### config.mk
export PLATFORM = sky130hd
export DESIGN_NAME = connection_retry_backoff_fsm
export DESIGN_NICKNAME = d
export VERILOG_FILES = /design/src/sv/crb_pkg.sv /design/src/sv/crb_delay.sv /design/src/sv/crb_step.sv /design/src/sv/connection_retry_backoff_fsm.sv
export SDC_FILE = /design/constraint.sdc
export NUM_CORES = 1
export LEC_CHECK = 0
export ABC_AREA = 1
export BUFFER_PORTS_ARGS = -buffer_cell sky130_fd_sc_hd__buf_2
export CAP_MARGIN = 20
export CORE_ASPECT_RATIO = 0.7
export CORE_MARGIN = 3
export CORE_UTILIZATION = 31
export CTS_CLUSTER_DIAMETER = 120
export DETAILED_ROUTE_END_ITERATION = 16
export SYNTH_ARGS = -nofsm -noshare
export SYNTH_HDL_FRONTEND = slang
export SYNTH_SLANG_ARGS = --single-unit
export TNS_END_PERCENT = 1
### constraint.sdc
create_clock -name clk -period 10.2 [get_ports clk]
set_input_delay 3.06 -clock clk [delete_from_list [all_inputs] [get_ports clk]]
set_output_delay 3.06 -clock clk [all_outputs]
set_load 0.02 [all_outputs]
### src/sv/crb_pkg.sv
package crb_pkg;

  localparam int DELAY_BITS = 24;

  typedef enum logic [2:0] {
    PH_OFF        = 3'd0,
    PH_CONNECTING = 3'd1,
    PH_CONN0      = 3'd2,
    PH_CONN1      = 3'd3,
    PH_CONN2      = 3'd4,
    PH_CONN3      = 3'd5,
    PH_RETRY      = 3'd6
  } phase_t;

  typedef enum logic [2:0] {
    KIND_TICK       = 3'd0,
    KIND_CONNECT    = 3'd1,
    KIND_DISCONNECT = 3'd2,
    KIND_RECONNECT  = 3'd3,
    KIND_CLEAR      = 3'd4,
    KIND_ENTER      = 3'd5
  } kind_t;

  typedef enum logic [1:0] {
    CFG_TIMEOUT      = 2'd0,
    CFG_MAX_ATTEMPTS = 2'd1,
    CFG_BASE_DELAY   = 2'd2,
    CFG_MAX_DELAY    = 2'd3
  } cfg_idx_t;

  localparam logic [2:0] REASON_NONE    = 3'd0;
  localparam logic [2:0] REASON_TIMEOUT = 3'd1;
  localparam logic [7:0] ATTEMPTS_SAT   = 8'hFF;

  localparam logic [23:0] TIMEOUT_RST      = 24'd30000;
  localparam logic [7:0]  MAX_ATTEMPTS_RST = 8'd5;
  localparam logic [23:0] BASE_DELAY_RST   = 24'd1000;
  localparam logic [23:0] MAX_DELAY_RST    = 24'd30000;

  typedef struct packed {
    logic [23:0] timeout_ms;
    logic [7:0]  max_attempts;
    logic [23:0] base_delay_ms;
    logic [23:0] max_delay_ms;
  } cfg_t;

  // Fixed-width part of the supervisor state.
  typedef struct packed {
    phase_t      phase;
    logic [7:0]  attempts;
    logic [2:0]  reason;
    logic [15:0] saved_port;
    logic        host_known;
  } ctl_t;

  typedef struct packed {
    logic        accepted;
    logic [2:0]  phase;
    logic        is_connected;
    logic [31:0] uptime_ms;
    logic [2:0]  last_reason;
    logic        disconnect_event;
    logic        attempt_event;
    logic [7:0]  attempt_count;
    logic [23:0] current_delay_ms;
  } res_t;

endpackage

### src/sv/crb_delay.sv
module crb_delay
  import crb_pkg::*;
(
  input  logic [7:0]            attempts,
  input  logic [DELAY_BITS-1:0] base_delay_ms,
  input  logic [DELAY_BITS-1:0] max_delay_ms,
  output logic [DELAY_BITS-1:0] delay_ms
);

  localparam int WIDE = 2 * DELAY_BITS;

  logic [7:0]      shift_amt;
  logic [WIDE-1:0] shifted;

  assign shift_amt = attempts - 8'd1;
  assign shifted   = {{DELAY_BITS{1'b0}}, base_delay_ms} << shift_amt[4:0];

  always_comb begin
    if (attempts == 8'd0) begin
      delay_ms = base_delay_ms;
    end else if (base_delay_ms == '0) begin
      delay_ms = '0;
    end else if (shift_amt >= 8'(DELAY_BITS)) begin
      delay_ms = max_delay_ms;
    end else if (shifted < {{DELAY_BITS{1'b0}}, max_delay_ms}) begin
      delay_ms = shifted[DELAY_BITS-1:0];
    end else begin
      delay_ms = max_delay_ms;
    end
  end

endmodule

### src/sv/crb_step.sv
module crb_step
  import crb_pkg::*;
#(
  parameter int TIME_BITS = 32
) (
  input  logic [2:0]           kind,
  input  logic [15:0]          tick_ms,
  input  logic [15:0]          port_number,
  input  logic                 host_present,
  input  logic [2:0]           reason_code,
  input  logic [1:0]           link_phase,
  input  cfg_t                 cfg,
  input  ctl_t                 ctl,
  input  logic [TIME_BITS-1:0] connect_elapsed,
  input  logic [TIME_BITS-1:0] uptime,
  input  logic [TIME_BITS-1:0] retry_timer,
  output ctl_t                 ctl_nxt,
  output logic [TIME_BITS-1:0] connect_elapsed_nxt,
  output logic [TIME_BITS-1:0] uptime_nxt,
  output logic [TIME_BITS-1:0] retry_timer_nxt,
  output res_t                 res
);

  localparam int SW = TIME_BITS + 1;

  kind_t                 kind_e;
  phase_t                phase_nxt;
  logic [SW-1:0]         conn_sum, up_sum, retry_sum;
  logic [TIME_BITS-1:0]  conn_sat, up_sat, retry_sat;
  logic [DELAY_BITS-1:0] delay_now, delay_nxt;
  logic                  timeout_hit, fire, give_up, reconnect_ok, open_ok;
  logic [7:0]            attempts_inc;
  logic                  acc, dev, aev, conn_nxt;
  logic [63:0]           up_wide;

  assign kind_e = kind_t'(kind);

  // Saturating timer adds: a carry out pins the timer at its ceiling.
  assign conn_sum  = {1'b0, connect_elapsed} + SW'(tick_ms);
  assign up_sum    = {1'b0, uptime} + SW'(tick_ms);
  assign retry_sum = {1'b0, retry_timer} + SW'(tick_ms);
  assign conn_sat  = conn_sum[TIME_BITS]  ? '1 : conn_sum[TIME_BITS-1:0];
  assign up_sat    = up_sum[TIME_BITS]    ? '1 : up_sum[TIME_BITS-1:0];
  assign retry_sat = retry_sum[TIME_BITS] ? '1 : retry_sum[TIME_BITS-1:0];

  crb_delay u_delay_now (
    .attempts      (ctl.attempts),
    .base_delay_ms (cfg.base_delay_ms),
    .max_delay_ms  (cfg.max_delay_ms),
    .delay_ms      (delay_now)
  );

  crb_delay u_delay_nxt (
    .attempts      (ctl_nxt.attempts),
    .base_delay_ms (cfg.base_delay_ms),
    .max_delay_ms  (cfg.max_delay_ms),
    .delay_ms      (delay_nxt)
  );

  assign timeout_hit  = 64'(conn_sat) >= 64'(cfg.timeout_ms);
  assign fire         = 64'(retry_sat) >= 64'(delay_now);
  assign give_up      = ctl.attempts >= cfg.max_attempts;
  assign attempts_inc = (ctl.attempts == ATTEMPTS_SAT) ? ctl.attempts : ctl.attempts + 8'd1;
  assign open_ok      = (ctl.phase == PH_OFF) || (ctl.phase == PH_RETRY);
  assign reconnect_ok = (ctl.phase == PH_OFF) && ctl.host_known && (ctl.saved_port != 16'd0);

  // Next phase.
  always_comb begin
    phase_nxt = ctl.phase;
    case (kind_e)
      KIND_TICK: begin
        if (ctl.phase == PH_CONNECTING && timeout_hit) begin
          phase_nxt = PH_OFF;
        end else if (ctl.phase == PH_RETRY && fire) begin
          phase_nxt = give_up ? PH_OFF : PH_CONNECTING;
        end
      end
      KIND_CONNECT: begin
        if (open_ok) phase_nxt = PH_CONNECTING;
      end
      KIND_DISCONNECT: phase_nxt = PH_OFF;
      KIND_RECONNECT: begin
        if (reconnect_ok) phase_nxt = PH_RETRY;
      end
      KIND_CLEAR: phase_nxt = PH_OFF;
      KIND_ENTER: phase_nxt = phase_t'(3'(PH_CONN0) + 3'(link_phase));
      default: phase_nxt = ctl.phase;
    endcase
  end

  // Timers, counters and notifications.
  always_comb begin
    ctl_nxt.phase       = phase_nxt;
    ctl_nxt.attempts    = ctl.attempts;
    ctl_nxt.reason      = ctl.reason;
    ctl_nxt.saved_port  = ctl.saved_port;
    ctl_nxt.host_known  = ctl.host_known;
    connect_elapsed_nxt = connect_elapsed;
    uptime_nxt          = uptime;
    retry_timer_nxt     = retry_timer;
    acc                 = 1'b0;
    dev                 = 1'b0;
    aev                 = 1'b0;
    case (kind_e)
      KIND_TICK: begin
        if (ctl.phase == PH_CONNECTING) begin
          connect_elapsed_nxt = conn_sat;
          if (timeout_hit) begin
            ctl_nxt.reason      = REASON_TIMEOUT;
            uptime_nxt          = '0;
            connect_elapsed_nxt = '0;
            dev                 = 1'b1;
          end
        end else if (ctl.phase inside {[PH_CONN0:PH_CONN3]}) begin
          uptime_nxt = up_sat;
        end else if (ctl.phase == PH_RETRY) begin
          retry_timer_nxt = retry_sat;
          if (fire) begin
            retry_timer_nxt     = '0;
            ctl_nxt.attempts    = attempts_inc;
            aev                 = 1'b1;
            connect_elapsed_nxt = '0;
            if (give_up) begin
              ctl_nxt.reason = REASON_TIMEOUT;
              uptime_nxt     = '0;
              dev            = 1'b1;
            end
          end
        end
      end
      KIND_CONNECT: begin
        if (open_ok) begin
          ctl_nxt.saved_port  = port_number;
          ctl_nxt.host_known  = host_present;
          connect_elapsed_nxt = '0;
          ctl_nxt.reason      = REASON_NONE;
          acc                 = 1'b1;
        end
      end
      KIND_DISCONNECT: begin
        if (ctl.phase != PH_OFF) begin
          ctl_nxt.reason      = reason_code;
          uptime_nxt          = '0;
          connect_elapsed_nxt = '0;
          dev                 = 1'b1;
        end
      end
      KIND_RECONNECT: begin
        if (reconnect_ok) begin
          ctl_nxt.attempts = '0;
          retry_timer_nxt  = '0;
          acc              = 1'b1;
        end
      end
      KIND_CLEAR: begin
        ctl_nxt.attempts    = '0;
        ctl_nxt.reason      = REASON_NONE;
        ctl_nxt.saved_port  = '0;
        ctl_nxt.host_known  = 1'b0;
        connect_elapsed_nxt = '0;
        uptime_nxt          = '0;
        retry_timer_nxt     = '0;
      end
      default: begin
      end
    endcase
  end

  // Result as seen after the step.
  assign conn_nxt = ctl_nxt.phase inside {[PH_CONN0:PH_CONN3]};
  assign up_wide  = 64'(uptime_nxt);

  always_comb begin
    res.accepted         = acc;
    res.phase            = ctl_nxt.phase;
    res.is_connected     = conn_nxt;
    res.uptime_ms        = '0;
    if (conn_nxt) begin
      res.uptime_ms = (up_wide > 64'hFFFF_FFFF) ? 32'hFFFF_FFFF : up_wide[31:0];
    end
    res.last_reason      = ctl_nxt.reason;
    res.disconnect_event = dev;
    res.attempt_event    = aev;
    res.attempt_count    = ctl_nxt.attempts;
    res.current_delay_ms = delay_nxt;
  end

endmodule

### src/sv/connection_retry_backoff_fsm.sv
// Connection supervisor with exponential-backoff retries.
// Input channel (in_valid/in_ready): one request per event - tick of in_tick_ms
// milliseconds, connect, disconnect with a reason, reconnect, clear, or entry
// into a connected link phase. Every request yields exactly one result on the
// output channel (out_valid/out_ready) reporting the phase, uptime, last
// disconnect reason, notifications and the retry delay for the current count.
// Configuration (cfg_we/cfg_index/cfg_wdata) writes timeout, attempt limit, base
// delay or delay cap, one per write; write only while no request is open.
// A request accepted into the input register is stepped through the supervisor
// logic from that register, and its result is captured in the output register
// as soon as the result slot is free or being emptied.
// Throughput: one request per cycle while results are taken; each state update
// is one pass of saturating adds, compares and two capped 24-bit shifts.
// Reset (rst_n low, synchronous) empties both stages, clears the state to the
// disconnected phase and reloads the default register values.
// When the receiver stalls, the result holds in the output register, one more
// request waits in the input register, and in_ready drops until out_ready.
module connection_retry_backoff_fsm
  import crb_pkg::*;
#(
  parameter int TIME_BITS = 32
) (
  input  logic        clk,
  input  logic        rst_n,
  input  logic        in_valid,
  output logic        in_ready,
  input  logic [2:0]  in_kind,
  input  logic [15:0] in_tick_ms,
  input  logic [15:0] in_port_number,
  input  logic        in_host_present,
  input  logic [2:0]  in_reason_code,
  input  logic [1:0]  in_link_phase,
  output logic        out_valid,
  input  logic        out_ready,
  output logic        out_accepted,
  output logic [2:0]  out_phase,
  output logic        out_is_connected,
  output logic [31:0] out_uptime_ms,
  output logic [2:0]  out_last_reason,
  output logic        out_disconnect_event,
  output logic        out_attempt_event,
  output logic [7:0]  out_attempt_count,
  output logic [23:0] out_current_delay_ms,
  input  logic        cfg_we,
  input  logic [1:0]  cfg_index,
  input  logic [23:0] cfg_wdata
);

  // Input stage.
  logic        in_valid_r;
  logic [2:0]  kind_r;
  logic [15:0] tick_r, port_r;
  logic        host_r;
  logic [2:0]  reason_r;
  logic [1:0]  lphase_r;

  // Supervisor state.
  cfg_t                 cfg_r;
  ctl_t                 ctl_r, ctl_nxt;
  logic [TIME_BITS-1:0] conn_r, conn_nxt;
  logic [TIME_BITS-1:0] uptime_r, uptime_nxt;
  logic [TIME_BITS-1:0] retry_r, retry_nxt;

  // Output stage.
  logic out_valid_r;
  res_t res_r, res_nxt;

  logic advance;

  // Step the held request whenever the result slot is free or being emptied.
  assign advance  = in_valid_r && (!out_valid_r || out_ready);
  assign in_ready = !in_valid_r || advance;

  always_ff @(posedge clk) begin
    if (!rst_n) begin
      in_valid_r <= 1'b0;
    end else if (in_ready) begin
      in_valid_r <= in_valid;
    end
  end

  // Payload needs no reset; load only on an accepted request.
  always_ff @(posedge clk) begin
    if (in_valid && in_ready) begin
      kind_r   <= in_kind;
      tick_r   <= in_tick_ms;
      port_r   <= in_port_number;
      host_r   <= in_host_present;
      reason_r <= in_reason_code;
      lphase_r <= in_link_phase;
    end
  end

  // Configuration registers keep their values across a clear request.
  always_ff @(posedge clk) begin
    if (!rst_n) begin
      cfg_r.timeout_ms    <= TIMEOUT_RST;
      cfg_r.max_attempts  <= MAX_ATTEMPTS_RST;
      cfg_r.base_delay_ms <= BASE_DELAY_RST;
      cfg_r.max_delay_ms  <= MAX_DELAY_RST;
    end else if (cfg_we) begin
      case (cfg_idx_t'(cfg_index))
        CFG_TIMEOUT:      cfg_r.timeout_ms    <= cfg_wdata;
        CFG_MAX_ATTEMPTS: cfg_r.max_attempts  <= cfg_wdata[7:0];
        CFG_BASE_DELAY:   cfg_r.base_delay_ms <= cfg_wdata;
        CFG_MAX_DELAY:    cfg_r.max_delay_ms  <= cfg_wdata;
        default: begin
        end
      endcase
    end
  end

  crb_step #(
    .TIME_BITS (TIME_BITS)
  ) u_step (
    .kind                (kind_r),
    .tick_ms             (tick_r),
    .port_number         (port_r),
    .host_present        (host_r),
    .reason_code         (reason_r),
    .link_phase          (lphase_r),
    .cfg                 (cfg_r),
    .ctl                 (ctl_r),
    .connect_elapsed     (conn_r),
    .uptime              (uptime_r),
    .retry_timer         (retry_r),
    .ctl_nxt             (ctl_nxt),
    .connect_elapsed_nxt (conn_nxt),
    .uptime_nxt          (uptime_nxt),
    .retry_timer_nxt     (retry_nxt),
    .res                 (res_nxt)
  );

  // Commit the step together with its result.
  always_ff @(posedge clk) begin
    if (!rst_n) begin
      ctl_r.phase      <= PH_OFF;
      ctl_r.attempts   <= '0;
      ctl_r.reason     <= REASON_NONE;
      ctl_r.saved_port <= '0;
      ctl_r.host_known <= 1'b0;
      conn_r           <= '0;
      uptime_r         <= '0;
      retry_r          <= '0;
    end else if (advance) begin
      ctl_r    <= ctl_nxt;
      conn_r   <= conn_nxt;
      uptime_r <= uptime_nxt;
      retry_r  <= retry_nxt;
    end
  end

  always_ff @(posedge clk) begin
    if (!rst_n) begin
      out_valid_r <= 1'b0;
    end else if (advance) begin
      out_valid_r <= 1'b1;
    end else if (out_ready) begin
      out_valid_r <= 1'b0;
    end
  end

  always_ff @(posedge clk) begin
    if (advance) begin
      res_r <= res_nxt;
    end
  end

  assign out_valid            = out_valid_r;
  assign out_accepted         = res_r.accepted;
  assign out_phase            = res_r.phase;
  assign out_is_connected     = res_r.is_connected;
  assign out_uptime_ms        = res_r.uptime_ms;
  assign out_last_reason      = res_r.last_reason;
  assign out_disconnect_event = res_r.disconnect_event;
  assign out_attempt_event    = res_r.attempt_event;
  assign out_attempt_count    = res_r.attempt_count;
  assign out_current_delay_ms = res_r.current_delay_ms;

endmodule

==> qor.yml <==
logic_synthesis:
  synth_edf_count: 115
  synthCells: 3365
  syn_nets: 3594
  synth_largest_area_cell: "dfxtp_1"
  synth_xor_area_share_pct: 1.73
  postSynth.asyncResetShare_pct: 0
  synth_compound_area_share_pct: 16.1
  avgSynthCellArea_um2: 6.77
  ys_ff_latch: 324
  synth_top_area_share_pct: 18.4
  synth_top_family_by_area: "simple AND/OR/NAND/NOR gates"
  synth.distinct_cells: 53
  yosys_warnings: 0
  synth_seq_area_share_pct: 33.5
  muxShareOfSynthArea_pct: 0.659
  synth.area.top_cells: "dfxtp_1, edfxtp_1, nand2_1"
  synthAdderAreaFrac_pct: 8.72
  synth_ff_type: "dfxtp_1"
  synthesis.area_um2: 22800
  synthSimpleGateAreaFrac_pct: 29.8
cts:
  cts_inserted_buffers: 40
  root_buffer: "clkbuf_16"
  clock_path_buffers: 3
  tritoncts: "built"
  cts_hold_buf: 0
  clock_sinks: 324
  clk_latency_ps: 580
  path_clk_slew_ps: 60
  htree_levels: 2
power:
  p_clk_share_pct: 36.0
  p_switching_uw: 1440
  p_leak_uw: 0.0119
  p_int_uw: 2580
  seqPwrFrac_pct: 36.2
  p_comb_share_pct: 27.8
  power_density_nw_per_um2: 154
  p_sw_share_pct: 35.9
  peakVddDrop_v: 0.000102
floorplanning:
  die_area_um2: 76900
  row_count: 82
  io-pin-count: 148
  die_x_um: 330
  initial_core_util_pct: 31.6
  fp.dieH_um: 233
  core_um2: 72200
sta:
  slew_violations: 0
  finalSetupViolations: 0
  fin_ws_ps: 714
  rsz0062_at_grt: "no"
  tightest_slew_ps: 1050
  hold_ws_ps: 459
  setup_tns_ps: 0
  hold_viol_final: 0
  slew_headroom_pct: 29.6
  timing.fmax_mhz: 105
  fin_crit_ps: 9490
  skew_ps: 24.1
  finalCritPeriodShare_pct: 93.0
place:
  placed_area_um2: 24500
  port_buffers: 147
  dp_slack_ps: -144
  gp_congestion: 0.965
  dp_hpwl_mm: 61.8
route:
  wl_per_cell_um: 18.2
  avgViaCountPerCell: 5.13
  wl_met2_mm: 32.2
  wl_met3_mm: 7.78
  ant_nets: 0
  first_iter_violations: 2396
  vias: 22900
  topRoutingLayerUsed: "met5"
  drt-met1-wl_mm: 39.8
  wl_mm: 81.7
  drc_errors: 0
  drt_pass1_iterations: 6
setup_path:
  slowest_stage: "dfxtp_1"
  critPathRequiredTime_ps: 10520
  crit_top_cell: "nand2_1"
  crit_path_end_kind: "flop"
  critPathKind: "reg2reg"
  startpoint_type: "flop"
  cp.arrival_ps: 9810
  cp_max_fo: 24
  slowest_delay_ps: 400
global_route:
  grt_pass1_vias: 20400
  antenna_found_initial: 9
  groute.usage.overall_pct: 20.5
  grt_start_max_net_pins: 81
  grt_pass1_wl_mm: 123
  grt_overflow: 0
cells_and_area:
  area_growth_pct: 14.6
  nNetsFinal: 3704
  final_cell_area_um2: 26100
  drive_gt1_share_pct: 10.1
flow_run:
  drv_cap: 0
status:
  status: "finished clean"
min_path:
  hold_class: "reg2reg"
## through the flow
| step | power [µW] | std cells | util (%) |
|---|---|---|---|
| after floorplan | 2210 | 3365 | - |
| after global placement | 2540 | 4381 | 33.9 |
| after detailed placement | 2530 | 4381 | 33.9 |
| after CTS | 3990 | 4455 | 35.7 |
| after global routing | 4230 | 4473 | 36.1 |
| final | 4020 | 4476 | 36.1 |
## routing by layer
| metal | vias to the layer above | track usage [%] |
|---|---|---|
| met2 | 839 | 28.6 |
| met3 | 116 | 5.32 |
| li1 | 11500 | - |
| met5 | - | 0 |
| met1 | 10500 | 30.8 |
| met4 | 8 | 5.04 |
## worst max-delay path: cells and delay by family (launching register included)
family          cells  cell delay (ps)
flops               1              400
buf+inv            10             1510
compound gates      9             1520
xor+xnor            1              320
simple gates       33             4020
fa+ha+maj           5             1390
## cell families after synthesis
group,after synthesis
AO/OA/AOI/OAI,684
XOR/XNOR,45
adder cells (fa/ha/maj),157
buffers and inverters,555
flip-flops,324
multiplexers,15
AND/OR/NAND/NOR,1585
## synth_stat cells (all sizes together) (26+ instances only)
| master | n |
|---|---|
| a21oi | 317 |
| buf | 34 |
| clkbuf | 106 |
| dfxtp | 209 |
| edfxtp | 115 |
| ha | 154 |
| inv | 410 |
| nand2 | 867 |
| nand3 | 346 |
| nand4 | 36 |
| nor2 | 229 |
| nor3 | 50 |
| o211ai | 26 |
| o21ai | 265 |
| or2 | 28 |
| xor2 | 28 |
## timing repair
item,4_1_cts,5_1_grt
gates cloned,0,6
gates resized for setup,1,48
setup buffers,0,11
pin swaps,0,4
endpoints found under the setup margin,24,24
## power groups by stage
stage / Combinational, µW / Sequential [µW] / Clock, µW
after global routing: 1240 / 1460 / 1530
after floorplan: 725 / 1480 / 0
after CTS: 1060 / 1450 / 1480
final: 1120 / 1450 / 1440
after detailed placement: 1050 / 1480 / 0
after global placement: 1050 / 1480 / 0
## placed cells by master (no fill, tap or decap), types with 25 or more instances in the layout
master and n:
a21oi_1 317, buf_2 147, buf_4 50, clkbuf_16 41, dfxtp_1 209, edfxtp_1 115, ha_1 151, inv_1 400
nand2_1 851, nand3_1 343, nand4_1 36, nor2_1 220, nor3_1 46, o211ai_1 26, o21ai_0 237, o21ai_1 25
or2_2 28, xor2_1 28
## path summary, 6_finish.rpt
path	startpoint	end	slack, ps	depth (start not counted)
max	ctl_r[21]	out_current_delay_ms[11]	710	58
min	cfg_r[74]	cfg_r[74]	460	2
max reg2reg	ctl_r[21]	out_current_delay_ms[11]	710	58
min reg2reg	cfg_r[74]	cfg_r[74]	460	2
## sequential cells by signal (all words and copies together) (netlist names), 2 cells and up
| signal | cells |
|---|---|
| cfg_r | 80 |
| conn_r | 32 |
| out_uptime_ms | 32 |
| retry_r | 32 |
| uptime_r | 32 |
| ctl_r | 31 |
| out_current_delay_ms | 24 |
| port_r | 16 |
| tick_r | 16 |
| out_attempt_count | 8 |
| kind_r | 3 |
| out_last_reason | 3 |
| out_phase | 3 |
| reason_r | 3 |
| lphase_r | 2 |
## layout make-up
cell class	count	area, µm²
fillers	7764	46100
multi-input cells	2488	13100
flip-flops and latches	324	7640
inverters	415	1580
well taps	966	1210
repair buffers	202	1200
clock buffers	52	1100
clock inverters	22	210
repair inverters	4	25.0
diodes	3	7.51
(Power assumes the default switching activity.)
